$ cat src/hdl/lfk_pkg.sv
// Shared types, constants and the quarter-wave sine table generator for the
// leg forward kinematics pipeline. No dependencies.
package lfk_pkg;

	localparam int LEG_COUNT    = 4;
	localparam int ANG_W        = 12;  // signed step angle, 2000-step circle
	localparam int SIN_W        = 18;  // signed sine value, up to 2^16
	localparam int QROM_DEPTH   = 501;
	localparam int P1_W         = 32;  // length * sine
	localparam int P2_W         = 50;  // length * sine * sine
	localparam int SUM_W        = 20;
	localparam int CIRCLE_STEPS = 2000;

	localparam logic [2:0] REG_HIP_LEN   = 3'd0;
	localparam logic [2:0] REG_THIGH_LEN = 3'd1;
	localparam logic [2:0] REG_SHIN_LEN  = 3'd2;
	localparam logic [2:0] REG_HIP_XY    = 3'd3;
	localparam logic [2:0] REG_HIP_Z     = 3'd4;
	localparam logic [2:0] REG_DIR_MASK  = 3'd5;

	typedef logic [16:0] qrom_t [0:QROM_DEPTH-1];

	typedef struct packed {
		logic [12:0]        hip_len;
		logic [12:0]        thigh_len;
		logic [12:0]        shin_len;
		logic [12:0]        hip_xy;
		logic signed [13:0] hip_z;
		logic [11:0]        dir_mask;
	} cfg_t;

	typedef struct packed {
		logic [1:0]               leg;
		logic signed [ANG_W-1:0]  toe;
		logic signed [ANG_W-1:0]  knee;
		logic signed [ANG_W-1:0]  yaw;
	} angles_t;

	typedef struct packed {
		logic [1:0]              leg;
		logic signed [SIN_W-1:0] cy;
		logic signed [SIN_W-1:0] sy;
		logic signed [SIN_W-1:0] cp;
		logic signed [SIN_W-1:0] sp;
		logic signed [SIN_W-1:0] ct;
		logic signed [SIN_W-1:0] st;
	} trig_t;

	typedef struct packed {
		logic [1:0]             leg;
		logic signed [P1_W-1:0] lh_cy;
		logic signed [P1_W-1:0] lh_sy;
		logic signed [P1_W-1:0] lt_sp;
		logic signed [P1_W-1:0] ls_st;
		logic signed [P2_W-1:0] fx;
		logic signed [P2_W-1:0] fy;
		logic signed [P2_W-1:0] tx;
		logic signed [P2_W-1:0] ty;
	} prod_t;

	// Q30 Taylor series sine, rounded half up to f fraction bits
	function automatic qrom_t build_qrom(int f);
		qrom_t rom;
		longint unsigned x;
		longint unsigned x2;
		longint unsigned term;
		longint sum;
		for (int k = 0; k < QROM_DEPTH; k++) begin
			x = (longint'(k) * 64'd3373259426 + 64'd500) / 1000;
			x2 = (x * x) >> 30;
			term = x;
			sum = longint'(x);
			term = ((term * x2) >> 30) / 6;   sum = sum - longint'(term);
			term = ((term * x2) >> 30) / 20;  sum = sum + longint'(term);
			term = ((term * x2) >> 30) / 42;  sum = sum - longint'(term);
			term = ((term * x2) >> 30) / 72;  sum = sum + longint'(term);
			term = ((term * x2) >> 30) / 110; sum = sum - longint'(term);
			term = ((term * x2) >> 30) / 156; sum = sum + longint'(term);
			term = ((term * x2) >> 30) / 210; sum = sum - longint'(term);
			term = ((term * x2) >> 30) / 272; sum = sum + longint'(term);
			if (sum < 0)
				sum = 0;
			if (sum > (longint'(1) << 30))
				sum = longint'(1) << 30;
			rom[k] = 17'((sum + (longint'(1) << (29 - f))) >>> (30 - f));
		end
		return rom;
	endfunction

	function automatic logic [15:0] sat16(logic signed [SUM_W-1:0] v);
		if (v > 20'sd32767)
			return 16'h7fff;
		if (v < -20'sd32768)
			return 16'h8000;
		return v[15:0];
	endfunction

endpackage

$ cat src/hdl/lfk_angle.sv
// Stage 1: pulse clamp, pulse to step angle, direction sign, mounting yaw.
// Depends on lfk_pkg.
module lfk_angle import lfk_pkg::*; (
	input  logic        clk,
	input  logic        arst_n,
	input  logic        en,
	input  logic        in_valid,
	input  logic [1:0]  leg,
	input  logic [11:0] toe_pulse,
	input  logic [11:0] knee_pulse,
	input  logic [11:0] yaw_pulse,
	input  cfg_t        cfg,
	output logic        valid_s1,
	output angles_t     ang_s1
);

	logic [3:0]              base;
	logic signed [ANG_W-1:0] toe_a;
	logic signed [ANG_W-1:0] knee_a;
	logic signed [ANG_W-1:0] yaw_a;
	logic signed [ANG_W-1:0] mount;

	function automatic logic signed [ANG_W-1:0] to_steps(logic [11:0] p, logic keep);
		logic [11:0]             c;
		logic signed [ANG_W-1:0] d;
		logic signed [ANG_W-1:0] h;
		c = (p < 12'd500) ? 12'd500 : ((p > 12'd2500) ? 12'd2500 : p);
		d = 12'sd1500 - $signed(c);
		// truncate toward zero
		h = (d + $signed({{(ANG_W-1){1'b0}}, d[ANG_W-1]})) >>> 1;
		return keep ? h : -h;
	endfunction

	assign base   = {1'b0, leg, 1'b0} + {2'b00, leg};
	assign toe_a  = to_steps(toe_pulse, cfg.dir_mask[base]);
	assign knee_a = to_steps(knee_pulse, cfg.dir_mask[base + 4'd1]);
	assign yaw_a  = to_steps(yaw_pulse, cfg.dir_mask[base + 4'd2]);

	always_comb begin
		case (leg)
			2'd0:    mount = 12'sd750;
			2'd1:    mount = 12'sd250;
			2'd2:    mount = -12'sd750;
			default: mount = -12'sd250;
		endcase
	end

	always_ff @(posedge clk or negedge arst_n) begin
		if (!arst_n) begin
			valid_s1 <= 1'b0;
		end else if (en) begin
			valid_s1 <= in_valid;
		end
	end

	always_ff @(posedge clk) begin
		if (en) begin
			ang_s1.leg  <= leg;
			ang_s1.toe  <= toe_a;
			ang_s1.knee <= knee_a;
			ang_s1.yaw  <= mount + yaw_a;
		end
	end

endmodule

$ cat config.mk
export PLATFORM = sky130hd
export DESIGN_NAME = lfk_angle
export DESIGN_NICKNAME = d
export VERILOG_FILES = /design/src/hdl/lfk_pkg.sv /design/src/hdl/lfk_angle.sv
export SDC_FILE = /design/constraint.sdc
export NUM_CORES = 1
export LEC_CHECK = 0
export ABC_AREA = 1
export BUFFER_PORTS_ARGS = -buffer_cell sky130_fd_sc_hd__buf_2
export CORE_MARGIN = 2
export CORE_UTILIZATION = 57
export DETAILED_ROUTE_END_ITERATION = 8
export PLACE_DENSITY = 0.86
export SETUP_SLACK_MARGIN = 0.5
export SYNTH_ARGS = -nofsm -noshare
export SYNTH_HDL_FRONTEND = slang
export SYNTH_SLANG_ARGS = --single-unit
$ cat constraint.sdc
create_clock -name clk -period 2.35 [get_ports clk]
set_clock_uncertainty 0.15 [all_clocks]
set_input_delay 0.1175 -clock clk [delete_from_list [all_inputs] [get_ports clk]]
set_output_delay 0.1175 -clock clk [all_outputs]
set_load 0.02 [all_outputs]
==> results of run 1 <==
==> stage by stage <==
| stage | std cells | area, µm² | setup slack [ns] | setup TNS (ns) |
|---|---|---|---|---|
| 2_1_floorplan | 779 | 5420 | -1.99 | -16.35 |
| 3_3_place_gp | 1188 | 7580 | -2.23 | -28.45 |
| 3_5_place_dp | 1188 | 7580 | -2.72 | -36.09 |
==> kinds of logic after synthesis <==
kind of cell	Yosys count	synth area share, %
adder cells (fa/ha/maj)	25	6.47
buffers and inverters	133	10.5
flip-flops	39	23.5
AND/OR/NAND/NOR	470	43.0
XOR/XNOR	38	7.02
multiplexers	3	0.631
AO/OA/AOI/OAI	71	8.89
==> synth_stat cells (all sizes together) (2+ instances only) <==
master	number
inv	123
or2	4
a21oi	26
o21ai	25
xor2	27
edfxtp	38
ha	24
o21bai	6
nor2	97
buf	3
nand4	15
clkbuf	4
and2	2
nand3	80
clkinv	3
nand3b	5
a21boi	3
mux2i	2
xnor2	11
o211ai	3
nand2	259
nor3	8
==> results.md, run 1 <==
• 6.36 µm² — Avg Inst Size Synth
• sky130_fd_sc_hd__clkbuf_8 — buffer cell driving the clock tree root
• 0 — yosys synthesis warning count
• 5 — clock buffers created by TritonCTS
• 97.2 µm — die boundary width
• clock tree synthesis — stage where the flow stopped
• 176 — number of cells upsized or downsized after cts
• [ERROR DPL-0038] Utilization greater than 100%, impossible to legalize — First Error
• 0.965 — routability cong.
• 45 — post-CTS setup buffers
• 159 — I/O Pins
• 57.6% — initial cell density of the core
• 2 — clock buffer depth
• 2.56% — proportion of synthesized flip-flops having asynchronous set or reset
• stopped before the end — run status
• 4950 µm² — post-synthesis instance area
• 97.2 µm — die outline height
• 2 — depth of the CTS H-tree
• sky130_fd_sc_hd__edfxtp_1 — library cell with the largest summed area after synthesis
• 50 — count of distinct cell types in the synthesized netlist
• sky130_fd_sc_hd__edfxtp_1, sky130_fd_sc_hd__nand2_1, sky130_fd_sc_hd__inv_1 — most area-consuming cells after synthesis
• 38 — EDFF count, synth
• 3 — quantity of hold-fixing buffers added after cts
• 779 — count of mapped cells out of synthesis
• 92 — number of buffers added on ports
• 14.5 mm — detailed placer's ending HPWL
• 39 — clock sink count
• 39 — FF+latch count, synth
• 23.0% — fraction of synthesized cell area taken by the top area cell type
• sky130_fd_sc_hd__edfxtp_1 — prevailing post-synth register cell
• 34 — number of standard-cell rows in the floorplan
• 924 — syn_nets
• 23.5% — share of synthesized area occupied by flip-flops and latches
==> run 2, diff against run 1 <==
--- a/config.mk
+++ b/config.mk
@@ -8,10 +8,9 @@
 export ABC_AREA = 1
 export BUFFER_PORTS_ARGS = -buffer_cell sky130_fd_sc_hd__buf_2
 export CORE_MARGIN = 2
-export CORE_UTILIZATION = 57
+export CORE_UTILIZATION = 40
 export DETAILED_ROUTE_END_ITERATION = 8
-export PLACE_DENSITY = 0.86
-export SETUP_SLACK_MARGIN = 0.5
+export PLACE_DENSITY_LB_ADDON = 0.15
 export SYNTH_ARGS = -nofsm -noshare
 export SYNTH_HDL_FRONTEND = slang
 export SYNTH_SLANG_ARGS = --single-unit
==> run 2 against run 1 <==
Effect of this change: the flow now finishes, with violations (setup timing); area after synthesis did not move; synthesized cell count did not move.
==> results.md, run 2 <==
• finished, violations left — run status
• setup timing — violated checks
• 1170 µm² — footprint of the flip-flops and latches
• 4950 µm² — post-synthesis instance area, unchanged
• sky130_fd_sc_hd__nand2_1, sky130_fd_sc_hd__inv_1, sky130_fd_sc_hd__nor2_1 — most frequent cells after synthesis
• 23.0% — fraction of synthesized cell area taken by the top area cell type, unchanged
• 38 — flip-flop count of the largest register after layout
• 22 — largest net degree at the start of global routing
• 39.4% — switching share of power
• 40 — number of standard-cell rows in the floorplan, +18%
• 92 — number of buffers added on ports, unchanged
• 2.56% — proportion of synthesized flip-flops having asynchronous set or reset, unchanged
• 0.06 ns — clock-pin transition on the worst setup and hold timing paths
• 0 — number of antenna diodes
• 86.3% — Synth-to-Final Area Change
• 15.5% — Clk pwr share
• 7730 µm² — Placed Instance Area, +1.9%
• yes — setup repair after global routing missed its margin
• 4.64 nW — static leakage power
• 115 µm — die boundary width, +19%
• 115 µm — die outline height, +19%
• 4.44 ns — time the final worst path needs with I/O delays and setup
• 1300 — Post-layout nets
• 0 — max_cap viols
• 2.25 ns — Worst EP required
• 32 — final setup fails
• primary input to register — type of the worst min-delay path
• 13300 µm² — Die Footprint
• sky130_fd_sc_hd__edfxtp_1, sky130_fd_sc_hd__nand2_1, sky130_fd_sc_hd__inv_1 — most area-consuming cells after synthesis
• sky130_fd_sc_hd__nand2_1 — leading cell type by number of instances after synthesis
• 57.4% — share of final-layout standard cells stronger than drive strength 1
• -2.09 ns — least setup slack across all paths after layout
• 189% — final worst path period share
• 38 — EDFF count, synth, unchanged
• 0.853 — routability cong., -12%
• sky130_fd_sc_hd__edfxtp_1 — prevailing post-synth register cell
• 0.26 ns — max incr delay on CP
• ang_s1 — register containing the most flip-flops in the final layout
• 5 — clock buffers created by TritonCTS, unchanged
• 39 — clock sink count, unchanged
• 0.00201 W — switching pwr
• 0.28 ns — clk_lat worst skew
• 9230 µm² — area of all placed cells without fillers
• 2 — depth of the CTS H-tree, unchanged
• 0 — remaining routing DRC violations
• 0 — initial antenna violation count
• 7 — biggest fanout along the worst timing path
• 0 — number of max-slew violations in the final report
• sky130_fd_sc_hd__buf_4, sky130_fd_sc_hd__nand2_1, sky130_fd_sc_hd__inv_1, sky130_fd_sc_hd__buf_2, sky130_fd_sc_hd__nand2_2 — commonest non-fill, non-tap cells in the layout
• primary input — kind of launch point of the worst setup path
• 68.3% — remaining max-slew budget at the tightest pin
• 4.34 ns — Arr. time, crit path
• 0 — final hold violation count
• sky130_fd_sc_hd__ha_1 — crit path max-delay cell type
• register — endpoint kind of the worst setup timing path
• sky130_fd_sc_hd__clkbuf_16 — buffer cell driving the clock tree root
• 12.4 µm — routed wire length per instance
• yes — TritonCTS clock tree
• ang_s1 x38, valid_s1 x1 — largest registers
• 41.1% — initial cell density of the core, -17 points
• sky130_fd_sc_hd__buf_4 — most frequent cell on the critical path
• primary input to register — critical path class
• 20.9% — power share of the sequential group
• 554 nW/µm² — Power Density
• 39 — FF+latch count, synth, unchanged
• 0.475 ns — Slew @ Worst Pin
• 16.5 mm — Post-Route WL
• sky130_fd_sc_hd__buf_4 — most common library cell in the layout ignoring fill and taps
• 23.2% — Overall Global Routing Usage
• 4.78 — DR vias/cell
• 25.7 mm — wire length of the first global-routing pass
• 0 — post-detailed-route count of antenna-violating nets
• 4360 µm² — total area of multi-input combinational cells
• 11.7 mm — detailed placer's ending HPWL, -19%
• 14 — Buf+Inv Stages, Crit Path
• 63.6% — combinational power share
• 846 — number of fill cells in the layout
• 6126 — via count of the first global-routing pass
• 5 — drt first pass iters
• 0.308 mV — maximum VDD drop
• sky130_fd_sc_hd__edfxtp_1 — library cell with the largest summed area after synthesis
• 23.5% — share of synthesized area occupied by flip-flops and latches, unchanged
• 159 — I/O Pins, unchanged
• 0.225 GHz — timing-limited maximum frequency
• 2 — clock buffer depth, unchanged
• 6.36 µm² — Avg Inst Size Synth, unchanged
• simple AND/OR/NAND/NOR gates — cell family with the largest share of critical-path delay
• 1258 — cell count after placement, +5.9%
• 1324 — Post-Layout Cell Count
• 0 — yosys synthesis warning count, unchanged
• 0 — Congestion Overflow GR
• 924 — syn_nets, unchanged
• 779 — count of mapped cells out of synthesis, unchanged
• 50 — count of distinct cell types in the synthesized netlist, unchanged
• 6323 — routed via count
• 12100 µm² — Core Box Area
• 287 — Detailed Route Iter0 Violations
• 0.00310 W — Cell Int Power
[run 2: cell counts after synthesis]
No cell type changed its count.
[run 2: logic make-up (layout without fill, tap and decap cells)]
kind of cell    count (synthesis)  count (layout)  synth area share (%)
compound gates                 71              71                  8.89
xor+xnor                       38              38                  7.02
fa+ha+maj                      25              25                  6.47
buf+inv                       133             507                  10.5
flops                          39              39                  23.5
mux                             3               3                 0.631
simple gates                  470             473                  43.0
[run 2: path summary, 6_finish.rpt]
check,to,startpoint,slack (ns),cells after the start
max in group asynchronous,valid_s1$_DFFE_PN0P_,arst_n,1.45,3
worst min-delay path,ang_s1[37]$_DFFE_PP_,leg[1],0.04,2
worst max-delay path,ang_s1[11]$_DFFE_PP_,yaw_pulse[9],-2.09,38
worst max register to register,valid_s1$_DFFE_PN0P_,valid_s1$_DFFE_PN0P_,1.45,1
min in group asynchronous,valid_s1$_DFFE_PN0P_,arst_n,0.50,3
worst min register to register,valid_s1$_DFFE_PN0P_,valid_s1$_DFFE_PN0P_,0.37,1
[run 2: through the flow]
stage | utilization, % | TNS [ns] | power [W] | worst slack, ns | hold slack, ns
after global routing | 76.5 | -27.33 | 0.00544 | -2.47 | 0.0341
after detailed placement | 64.1 | -33.40 | 0.00375 | -2.44 | -0.256
after global placement | 64.1 | -30.07 | 0.00366 | -2.29 | -0.257
after CTS | 72.4 | -18.44 | 0.00495 | -1.92 | 0.0261
after floorplan | - | -16.74 | 0.00265 | -1.99 | -0.328
final | 76.5 | -21.32 | 0.00511 | -2.09 | 0.0387
[run 2: final cells by class]
cell class	instances	share of cell area (%)
repair buffers	373	30.1
flip-flops and latches	39	12.6
clock inverters	2	0.380
clock buffers	6	1.50
inverters	126	5.80
well taps	168	2.28
multi-input cells	610	47.3
[run 2: repair_timing]
| action | 4_1_cts | 5_1_grt |
|---|---|---|
| gates cloned | 3 | 0 |
| setup endpoints to repair | 33 | 33 |
| setup buffers | 51 | 23 |
| resized for setup | 129 | 116 |
| hold endpoints to repair | 2 | 0 |
| hold buffers | 3 | 0 |
| pin swaps | 81 | 94 |
[run 2: layer usage]
metal / up-vias / wire, µm / global-route usage [%]
li1: 3254 / - / -
met5: - / 0 / 0
met3: 31 / 477 / 1.21
met4: 0 / 309 / 7.23
met1: 2879 / 6820 / 27.4
met2: 159 / 8850 / 44.6
[run 2: power by group through the flow]
stage | sequential, W | combinational, W | clock [W]
2_1_floorplan | 0.00131 | 0.00135 | 0
3_3_place_gp | 0.00108 | 0.00259 | 0
4_1_cts | 0.00107 | 0.00307 | 0.000808
5_1_grt | 0.00108 | 0.00353 | 0.000827
6_report | 0.00107 | 0.00325 | 0.000790
3_5_place_dp | 0.00108 | 0.00267 | 0
Power figures use the tool's default switching activity.
==> run 3, diff against run 2 <==
--- a/config.mk
+++ b/config.mk
@@ -5,8 +5,8 @@
 export SDC_FILE = /design/constraint.sdc
 export NUM_CORES = 1
 export LEC_CHECK = 0
-export ABC_AREA = 1
 export BUFFER_PORTS_ARGS = -buffer_cell sky130_fd_sc_hd__buf_2
+export CORE_ASPECT_RATIO = 0.9
 export CORE_MARGIN = 2
 export CORE_UTILIZATION = 40
 export DETAILED_ROUTE_END_ITERATION = 8
==> constraint.sdc (replaced) <==
create_clock -name clk -period 3.9 [get_ports clk]
set_clock_uncertainty 0.15 [all_clocks]
set_input_delay 0.195 -clock clk [delete_from_list [all_inputs] [get_ports clk]]
set_output_delay 0.195 -clock clk [all_outputs]
set_load 0.02 [all_outputs]
==> run 3 against run 2 <==
Effect of this change: the run still ends with setup timing left; worst hold slack better by 0.015 ns; cell area is 22% lower; core utilization is 20 points lower; largest cell class unchanged; wire length is 11% lower; sequential cell count stayed put.
==> results.md, run 3 <==
• sky130_fd_sc_hd__buf_4, sky130_fd_sc_hd__buf_2, sky130_fd_sc_hd__xnor2_1, sky130_fd_sc_hd__nor2_1, sky130_fd_sc_hd__edfxtp_1 — commonest non-fill, non-tap cells in the layout
• 0.0540 ns — minimum hold slack, +0.0153 ns
• sky130_fd_sc_hd__edfxtp_1, sky130_fd_sc_hd__xnor2_1, sky130_fd_sc_hd__ha_1 — most area-consuming cells after synthesis
• 39.4% — remaining max-slew budget at the tightest pin, -29 points
• 39 — number of standard-cell rows in the floorplan, -2.5%
• -0.989 ns — post-place setup slack, +1.45 ns
• sky130_fd_sc_hd__clkbuf_16 — buffer cell driving the clock tree root
• 4.77% — portion of netlist area occupied by mux cells, +4.1 points
• 0 — max_cap viols, unchanged
• 26.4% — Compound-Gate Fraction of Synth Area, +18 points
• 0.909 ns — Slew @ Worst Pin, +0.434 ns
• finished, violations left — run status
• 4.50 ns — time the final worst path needs with I/O delays and setup
• 371 nW/µm² — Power Density, -33%
• 4.39 ns — Arr. time, crit path, +0.05 ns
• 159 — I/O Pins, unchanged
• 0 — yosys synthesis warning count, unchanged
• 3.79 ns — Worst EP required, +1.54 ns
• 0.06 ns — clock-pin transition on the worst setup and hold timing paths, about the same
• 2 — depth of the CTS H-tree, unchanged
• ang_s1 x38, valid_s1 x1 — largest registers
• 0.29 ns — clk_lat worst skew, about the same
• 5.51 — DR vias/cell, +15%
• 953 — Post-Layout Cell Count, -28%
• primary input to asynchronous set/reset pin — type of the worst min-delay path
• -0.598 ns — least setup slack across all paths after layout, +1.49 ns
• 38 — EDFF count, synth, unchanged
• 0.930 — routability cong., +9.1%
• 5 — drt first pass iters, unchanged
• 39 — FF+latch count, synth, unchanged
• 124 µm — die boundary width, +7.7%
• 5 — Buf+Inv Stages, Crit Path, -9
• 933 — cell count after placement, -26%
• 15.4 µm — routed wire length per instance, +24%
• 4 — biggest fanout along the worst timing path, -3
• 41.0% — initial cell density of the core, -0.092 points
• 593 — count of mapped cells out of synthesis, -24%
• 12.1% — parity-gate share of the synthesized area counting xor and xnor cells, +5.1 points
• buf_6 -> or4_4 -> o211ai_4 -> o311a_4 -> nand2_4 -> ha_4 -> ha_4 -> nand2_2 -> or4_4 -> and2_4 -> o211a_4 -> a21oi_4 -> xnor2_1 -> ha_1 -> buf_6 -> buf_6 -> buf_6 -> nand2_4 -> o32ai_4 -> a31oi_2 -> a21oi_2 -> a21oi_2 -> buf_4 -> xnor2_2 — crit path cell chain
• sky130_fd_sc_hd__xnor2_1, sky130_fd_sc_hd__nor2_1, sky130_fd_sc_hd__edfxtp_1 — most frequent cells after synthesis
• 0.222 GHz — timing-limited maximum frequency
• 37.8% — Synth-to-Final Area Change
• 7 — final setup fails, -78%
• 39 — clock sink count, unchanged
• ang_s1 — register containing the most flip-flops in the final layout
• 2 — initial antenna violation count, +2
• 2.94 nW — static leakage power, -37%
• compound AO/OA/AOI/OAI gates — largest family of logic cells by synthesized area
• 14.6 mm — Post-Route WL, -11%
• sky130_fd_sc_hd__xnor2_1 — leading cell type by number of instances after synthesis
• 930 — Post-layout nets, -28%
• 92 — number of buffers added on ports, unchanged
• 12700 µm² — Core Box Area, +5.2%
• 2.56% — proportion of synthesized flip-flops having asynchronous set or reset, unchanged
• sky130_fd_sc_hd__buf_4 — most common library cell in the layout ignoring fill and taps
• 22.7% — simple-gate portion of the synthesized area, -20 points
• 11.5 mm — detailed placer's ending HPWL, -2.3%
• 21.9% — fraction of synthesized cell area taken by the top area cell type, -1.1 points
• 5 — clock buffers created by TritonCTS, unchanged
• 115% — final worst path period share
• 38 — flip-flop count of the largest register after layout, unchanged
• 0 — post-detailed-route count of antenna-violating nets, unchanged
• 41.2% — share of final-layout standard cells stronger than drive strength 1, -16 points
• 112 µm — die outline height, -2.7%
• 13900 µm² — Die Footprint, +4.8%
• 0.202 mV — maximum VDD drop, -34%
• 4759 — via count of the first global-routing pass, -22%
• 0 — final hold violation count, unchanged
• 0.55 ns — max incr delay on CP, +0.29 ns
• compound AO/OA/AOI/OAI gates — cell family with the largest share of critical-path delay
• sky130_fd_sc_hd__edfxtp_1 — prevailing post-synth register cell
• 2 — clock buffer depth, unchanged
• 6.16% — Synth Area in Adders, -0.31 points
• sky130_fd_sc_hd__buf_6 — most frequent cell on the critical path
• 22.4% — share of synthesized area occupied by flip-flops and latches, -1.1 points
• 5254 — routed via count, -17%
• 0 — Congestion Overflow GR, unchanged
• yes — setup repair after global routing missed its margin
• primary input — kind of launch point of the worst setup path
• sky130_fd_sc_hd__or4_4 — crit path max-delay cell type
• 95 — count of distinct cell types in the synthesized netlist, +90%
• sky130_fd_sc_hd__edfxtp_1 — library cell with the largest summed area after synthesis
• -2.78 ns — sum of negative setup slack, +18.54 ns
• setup timing — violated checks
• primary input to register — critical path class
• 0 — remaining routing DRC violations, unchanged
• 738 — syn_nets, -20%
• 40 — largest net degree at the start of global routing, +82%
• 245 — Detailed Route Iter0 Violations, -15%
• 5200 µm² — post-synthesis instance area, +5.0%
• 8.77 µm² — Avg Inst Size Synth, +38%
• 0 — number of max-slew violations in the final report, unchanged
• 20.6% — Overall Global Routing Usage, -2.6 points
• register — endpoint kind of the worst setup timing path
• 23.3 mm — wire length of the first global-routing pass, -9.4%
• yes — TritonCTS clock tree
run 3: changes by cell type in the layout (fill, tap and decap cells not counted), sizes merged, moves of 23 or more:
cell | previous run | this run
xnor2 | 11 | 45
nand2 | 261 | 33
nand3 | 81 | 18
buf | 370 | 218
nor2 | 97 | 44
nor3 | 8 | 31
inv | 123 | 25
run 3: what timing repair did:
item                       CTS  global route
pin swaps                   16            21
setup buffers                5             5
setup endpoints to repair    7             8
resized for setup           20            38
hold buffers                 2             0
hold endpoints to repair     2             0
run 3: metrics by stage:
step	area [µm²]	total power (W)	utilization, %
global placement	6630	0.00194	52.2
finish	7160	0.00266	56.5
floorplan	5260	0.00149	-
detailed placement	6630	0.00197	52.2
global route	7160	0.00284	56.4
CTS	6940	0.00252	54.7
run 3: logic make-up after synthesis:
group / count (synthesis)
xor+xnor: 70
mux: 18
compound gates: 174
fa+ha+maj: 25
buf+inv: 59
flops: 39
simple gates: 208
run 3: path summary, 6_finish.rpt:
kind	endpoint	depth (start not counted)	from	slack (ns)
worst max-delay path	ang_s1[8]$_DFFE_PP_	24	yaw_pulse[9]	-0.60
worst min-delay path	valid_s1$_DFFE_PN0P_	2	arst_n	0.05
worst max register to register	valid_s1$_DFFE_PN0P_	1	valid_s1$_DFFE_PN0P_	3.00
worst min register to register	valid_s1$_DFFE_PN0P_	1	valid_s1$_DFFE_PN0P_	0.37
max in group asynchronous	valid_s1$_DFFE_PN0P_	2	arst_n	3.46
min in group clk	ang_s1[37]$_DFFE_PP_	2	leg[1]	0.09
run 3: report_power, final:
group	switching, W	leakage [nW]	internal [W]
registers	0.0000207	0.384	0.000609
logic	0.000821	2.47	0.000721
clock network	0.000182	0.0804	0.000304
total	0.00102	2.94	0.00163
run 3: layer usage:
| metal | wire length, µm | global-route usage [%] | part of all wire, % |
|---|---|---|---|
| met1 | 6790 | 29.2 | 46 |
| met2 | 6790 | 33.0 | 46 |
| met3 | 901 | 3.25 | 6.2 |
| met4 | 150 | 4.34 | 1.0 |
| met5 | 0 | 0 | 0 |
run 3: final cells by class:
type                    count  area, µm²
diodes                      3       7.51
flip-flops and latches     39       1170
clock buffers               5        125
multi-input cells         495       4060
clock inverters             3       46.3
fillers                  1146       5520
well taps                 164        205
repair buffers            220       1460
inverters                  24       92.6
==> run 4, diff against run 3 <==
--- a/config.mk
+++ b/config.mk
@@ -14,3 +14,4 @@
 export SYNTH_ARGS = -nofsm -noshare
 export SYNTH_HDL_FRONTEND = slang
 export SYNTH_SLANG_ARGS = --single-unit
+export TNS_END_PERCENT = 1
==> run 4 against run 3 <==
Effect of this change: the flow still finishes with violations (setup timing); first-iteration DRC count grew 43%; register-to-register slack about the same; final cell count increased by 1.4%; core utilization decreased by 0.59 points; sequential power is 1% higher; sequential share of layout area increased by 0.17 points; non-clock buffer count grew 16; power decreased by 1.9%; count of clock-buffer cells in the layout is 1 higher; cell area down 1.0%; highest routed layer unchanged.
==> results.md, run 4 (same netlist as run 3, synthesis figures left out) <==
• 7 — final setup fails, unchanged
• 0 — number of antenna diodes, -3
• 2 — clock buffer depth, unchanged
• ang_s1 — register containing the most flip-flops in the final layout
• 0 — remaining routing DRC violations, unchanged
• 24.1 mm — wire length of the first global-routing pass, +3.6%
• 11.5 mm — detailed placer's ending HPWL, +0.14%
• 17.7% — Clk pwr share, -0.6 points
• ang_s1[11]$_DFFE_PP_ — worst setup path endpoint
• 5.41 — DR vias/cell, -1.8%
• 4 — drt first pass iters, -1
• 55.9% — Layout Utilization, -0.59 points
• yaw_pulse[9] — launch point of the worst path
• 115% — final worst path period share, about the same
• 12700 µm² — Core Box Area, unchanged
• valid_s1$_DFFE_PN0P_ — endpoint of the worst-slack reg-to-reg timing path
• 0 — initial antenna violation count, -2
• setup timing — violated checks
• valid_s1$_DFFE_PN0P_ — Reg2Reg Launch Point
• 3.78 ns — Worst EP required, about the same
• ang_s1 x38, valid_s1 x1 — largest registers
• 351 — Detailed Route Iter0 Violations, +43%
• 3920 µm² — total area of multi-input combinational cells, -3.6%
• 159 — I/O Pins, unchanged
• 21.1% — Overall Global Routing Usage, +0.50 points
• 5135 — via count of the first global-routing pass, +7.9%
• 0.06 ns — clock-pin transition on the worst setup and hold timing paths, about the same
• 0 — max_cap viols, unchanged
• 2.99 ns — setup slack of the worst register-to-register path, about the same
• 39 — number of standard-cell rows in the floorplan, unchanged
• 0 — number of max-slew violations in the final report, unchanged
• 5229 — routed via count, -0.48%
• 112 µm — die outline height, unchanged
• 0.00164 W — Cell Int Power, +0.19%
• 0.0689 ns — minimum hold slack, +0.0149 ns
• 40 — largest net degree at the start of global routing, unchanged
• 2.95 nW — static leakage power, +0.25%
• 946 — Post-layout nets, +1.7%
• 0.222 GHz — timing-limited maximum frequency, about the same
• 36.4% — Synth-to-Final Area Change
• finished, violations left — run status
• 40.1% — share of final-layout standard cells stronger than drive strength 1, -1.1 points
• 1170 µm² — footprint of the flip-flops and latches, unchanged
• 4.50 ns — time the final worst path needs with I/O delays and setup, +0.00343 ns
• primary input to register — critical path class
• 24.4% — power share of the sequential group, +0.7 points
• -0.602 ns — least setup slack across all paths after layout, -0.00343 ns
• 58.0% — combinational power share, about the same
• 124 µm — die boundary width, unchanged
• 4 — biggest fanout along the worst timing path, unchanged
• 0.28 ns — clk_lat worst skew, about the same
• 39 — clock sink count, unchanged
• 0 — Congestion Overflow GR, unchanged
• 0 — post-detailed-route count of antenna-violating nets, unchanged
• yes — TritonCTS clock tree
• 367 nW/µm² — Power Density, -0.90%
• 43.6% — remaining max-slew budget at the tightest pin, +4.2 points
• 13900 µm² — Die Footprint, unchanged
• 14.6 mm — Post-Route WL, -0.35%
• 0.846 ns — Slew @ Worst Pin, -0.0629 ns
• sky130_fd_sc_hd__buf_4, sky130_fd_sc_hd__buf_2, sky130_fd_sc_hd__xnor2_1, sky130_fd_sc_hd__nor2_1, sky130_fd_sc_hd__edfxtp_1 — commonest non-fill, non-tap cells in the layout
• 92 — number of buffers added on ports, unchanged
• 1 — worst reg-to-reg path cell count, unchanged
• sky130_fd_sc_hd__clkbuf_16 — buffer cell driving the clock tree root
• 1196 — number of fill cells in the layout, +4.4%
• 2 — depth of the CTS H-tree, unchanged
• primary input to asynchronous set/reset pin — type of the worst min-delay path
• 0.000969 W — switching pwr, -5.3%
• 5 — clock buffers created by TritonCTS, unchanged
• 0.864 — routability cong., -7.1%
• 15.1 µm — routed wire length per instance, -1.7%
• 0 — final hold violation count, unchanged
• 0.182 mV — maximum VDD drop, -9.7%
• primary input — kind of launch point of the worst setup path
• 41.0% — initial cell density of the core, unchanged
• 4.39 ns — Arr. time, crit path, about the same
• 37.2% — switching share of power, -1.3 points
• register — endpoint kind of the worst setup timing path
• sky130_fd_sc_hd__buf_4 — most common library cell in the layout ignoring fill and taps
• 38 — flip-flop count of the largest register after layout, unchanged
• yes — setup repair after global routing missed its margin
[run 4: power by group through the flow]
stage / Clock (W) / Combinational [W] / Sequential [W]
CTS: 0.000474 / 0.00146 / 0.000637
floorplan: 0 / 0.000692 / 0.000781
global route: 0.000485 / 0.00165 / 0.000647
finish: 0.000460 / 0.00151 / 0.000635
detailed placement: 0 / 0.00134 / 0.000646
global placement: 0 / 0.00131 / 0.000644
[run 4: worst min-delay path by stage]
stage / startpoint / endpoint / cells after the start
floorplan: arst_n / valid_s1$_DFFE_PN0P_ / 0
global placement: arst_n / valid_s1$_DFFE_PN0P_ / 1
detailed placement: arst_n / valid_s1$_DFFE_PN0P_ / 1
CTS: arst_n / valid_s1$_DFFE_PN0P_ / 2
global route: arst_n / valid_s1$_DFFE_PN0P_ / 2
finish: arst_n / valid_s1$_DFFE_PN0P_ / 2
[run 4: critical path: stages]
cell and delay (ns):
sky130_fd_sc_hd__buf_2 0.10, sky130_fd_sc_hd__or4_4 0.53, sky130_fd_sc_hd__o211ai_2 0.17, sky130_fd_sc_hd__o311a_1 0.26, sky130_fd_sc_hd__nand2_2 0.10, sky130_fd_sc_hd__ha_4 0.30, sky130_fd_sc_hd__ha_4 0.16, sky130_fd_sc_hd__nand2_2 0.05
sky130_fd_sc_hd__or4_4 0.43, sky130_fd_sc_hd__and2_4 0.16, sky130_fd_sc_hd__o21ai_2 0.12, sky130_fd_sc_hd__xor2_1 0.18, sky130_fd_sc_hd__ha_1 0.27, sky130_fd_sc_hd__nor2b_4 0.14, sky130_fd_sc_hd__o21ai_2 0.16, sky130_fd_sc_hd__a21oi_2 0.09
sky130_fd_sc_hd__o21ai_2 0.17, sky130_fd_sc_hd__a21boi_2 0.09, sky130_fd_sc_hd__o21a_1 0.23, sky130_fd_sc_hd__o21a_1 0.20, sky130_fd_sc_hd__o211ai_1 0.18, sky130_fd_sc_hd__xnor2_1 0.08
[run 4: timing repair]
item | in CTS | in global routing
gates resized for setup | 19 | 8
cloned | 0 | 0
pin swaps | 21 | 7
endpoints found under the hold margin | 2 | 0
setup buffers | 21 | 2
hold buffers | 2 | 0
endpoints found under the setup margin | 7 | 9
[run 4: layout make-up]
| class | instances | area share [%] |
|---|---|---|
| Clock buffer | 6 | 1.82 |
| Clock inverter | 2 | 0.529 |
| Inverter | 24 | 1.27 |
| Multi-Input combinational cell | 495 | 55.2 |
| Sequential cell | 39 | 16.4 |
| Tap cell | 164 | 2.89 |
| Timing Repair Buffer | 236 | 21.8 |
[run 4: metrics by stage]
stage	setup TNS (ns)	power [W]	setup slack (ns)	cells	instance area, µm²
2_1_floorplan	-3.34	0.00147	-0.787	593	5230
3_3_place_gp	-4.53	0.00195	-0.882	933	6590
3_5_place_dp	-5.46	0.00198	-1.04	933	6590
4_1_cts	-2.66	0.00258	-0.541	964	7030
5_1_grt	-4.87	0.00278	-0.853	966	7090
6_report	-3.09	0.00261	-0.602	966	7090
[run 4: metal layers]
layer / vias to the layer above / GRT usage, % / share of wire, %
met5: - / 0 / 0
met4: 0 / 5.62 / 1.6
met3: 19 / 2.90 / 4.6
met2: 122 / 35.9 / 48
li1: 2679 / - / -
met1: 2409 / 27.9 / 46
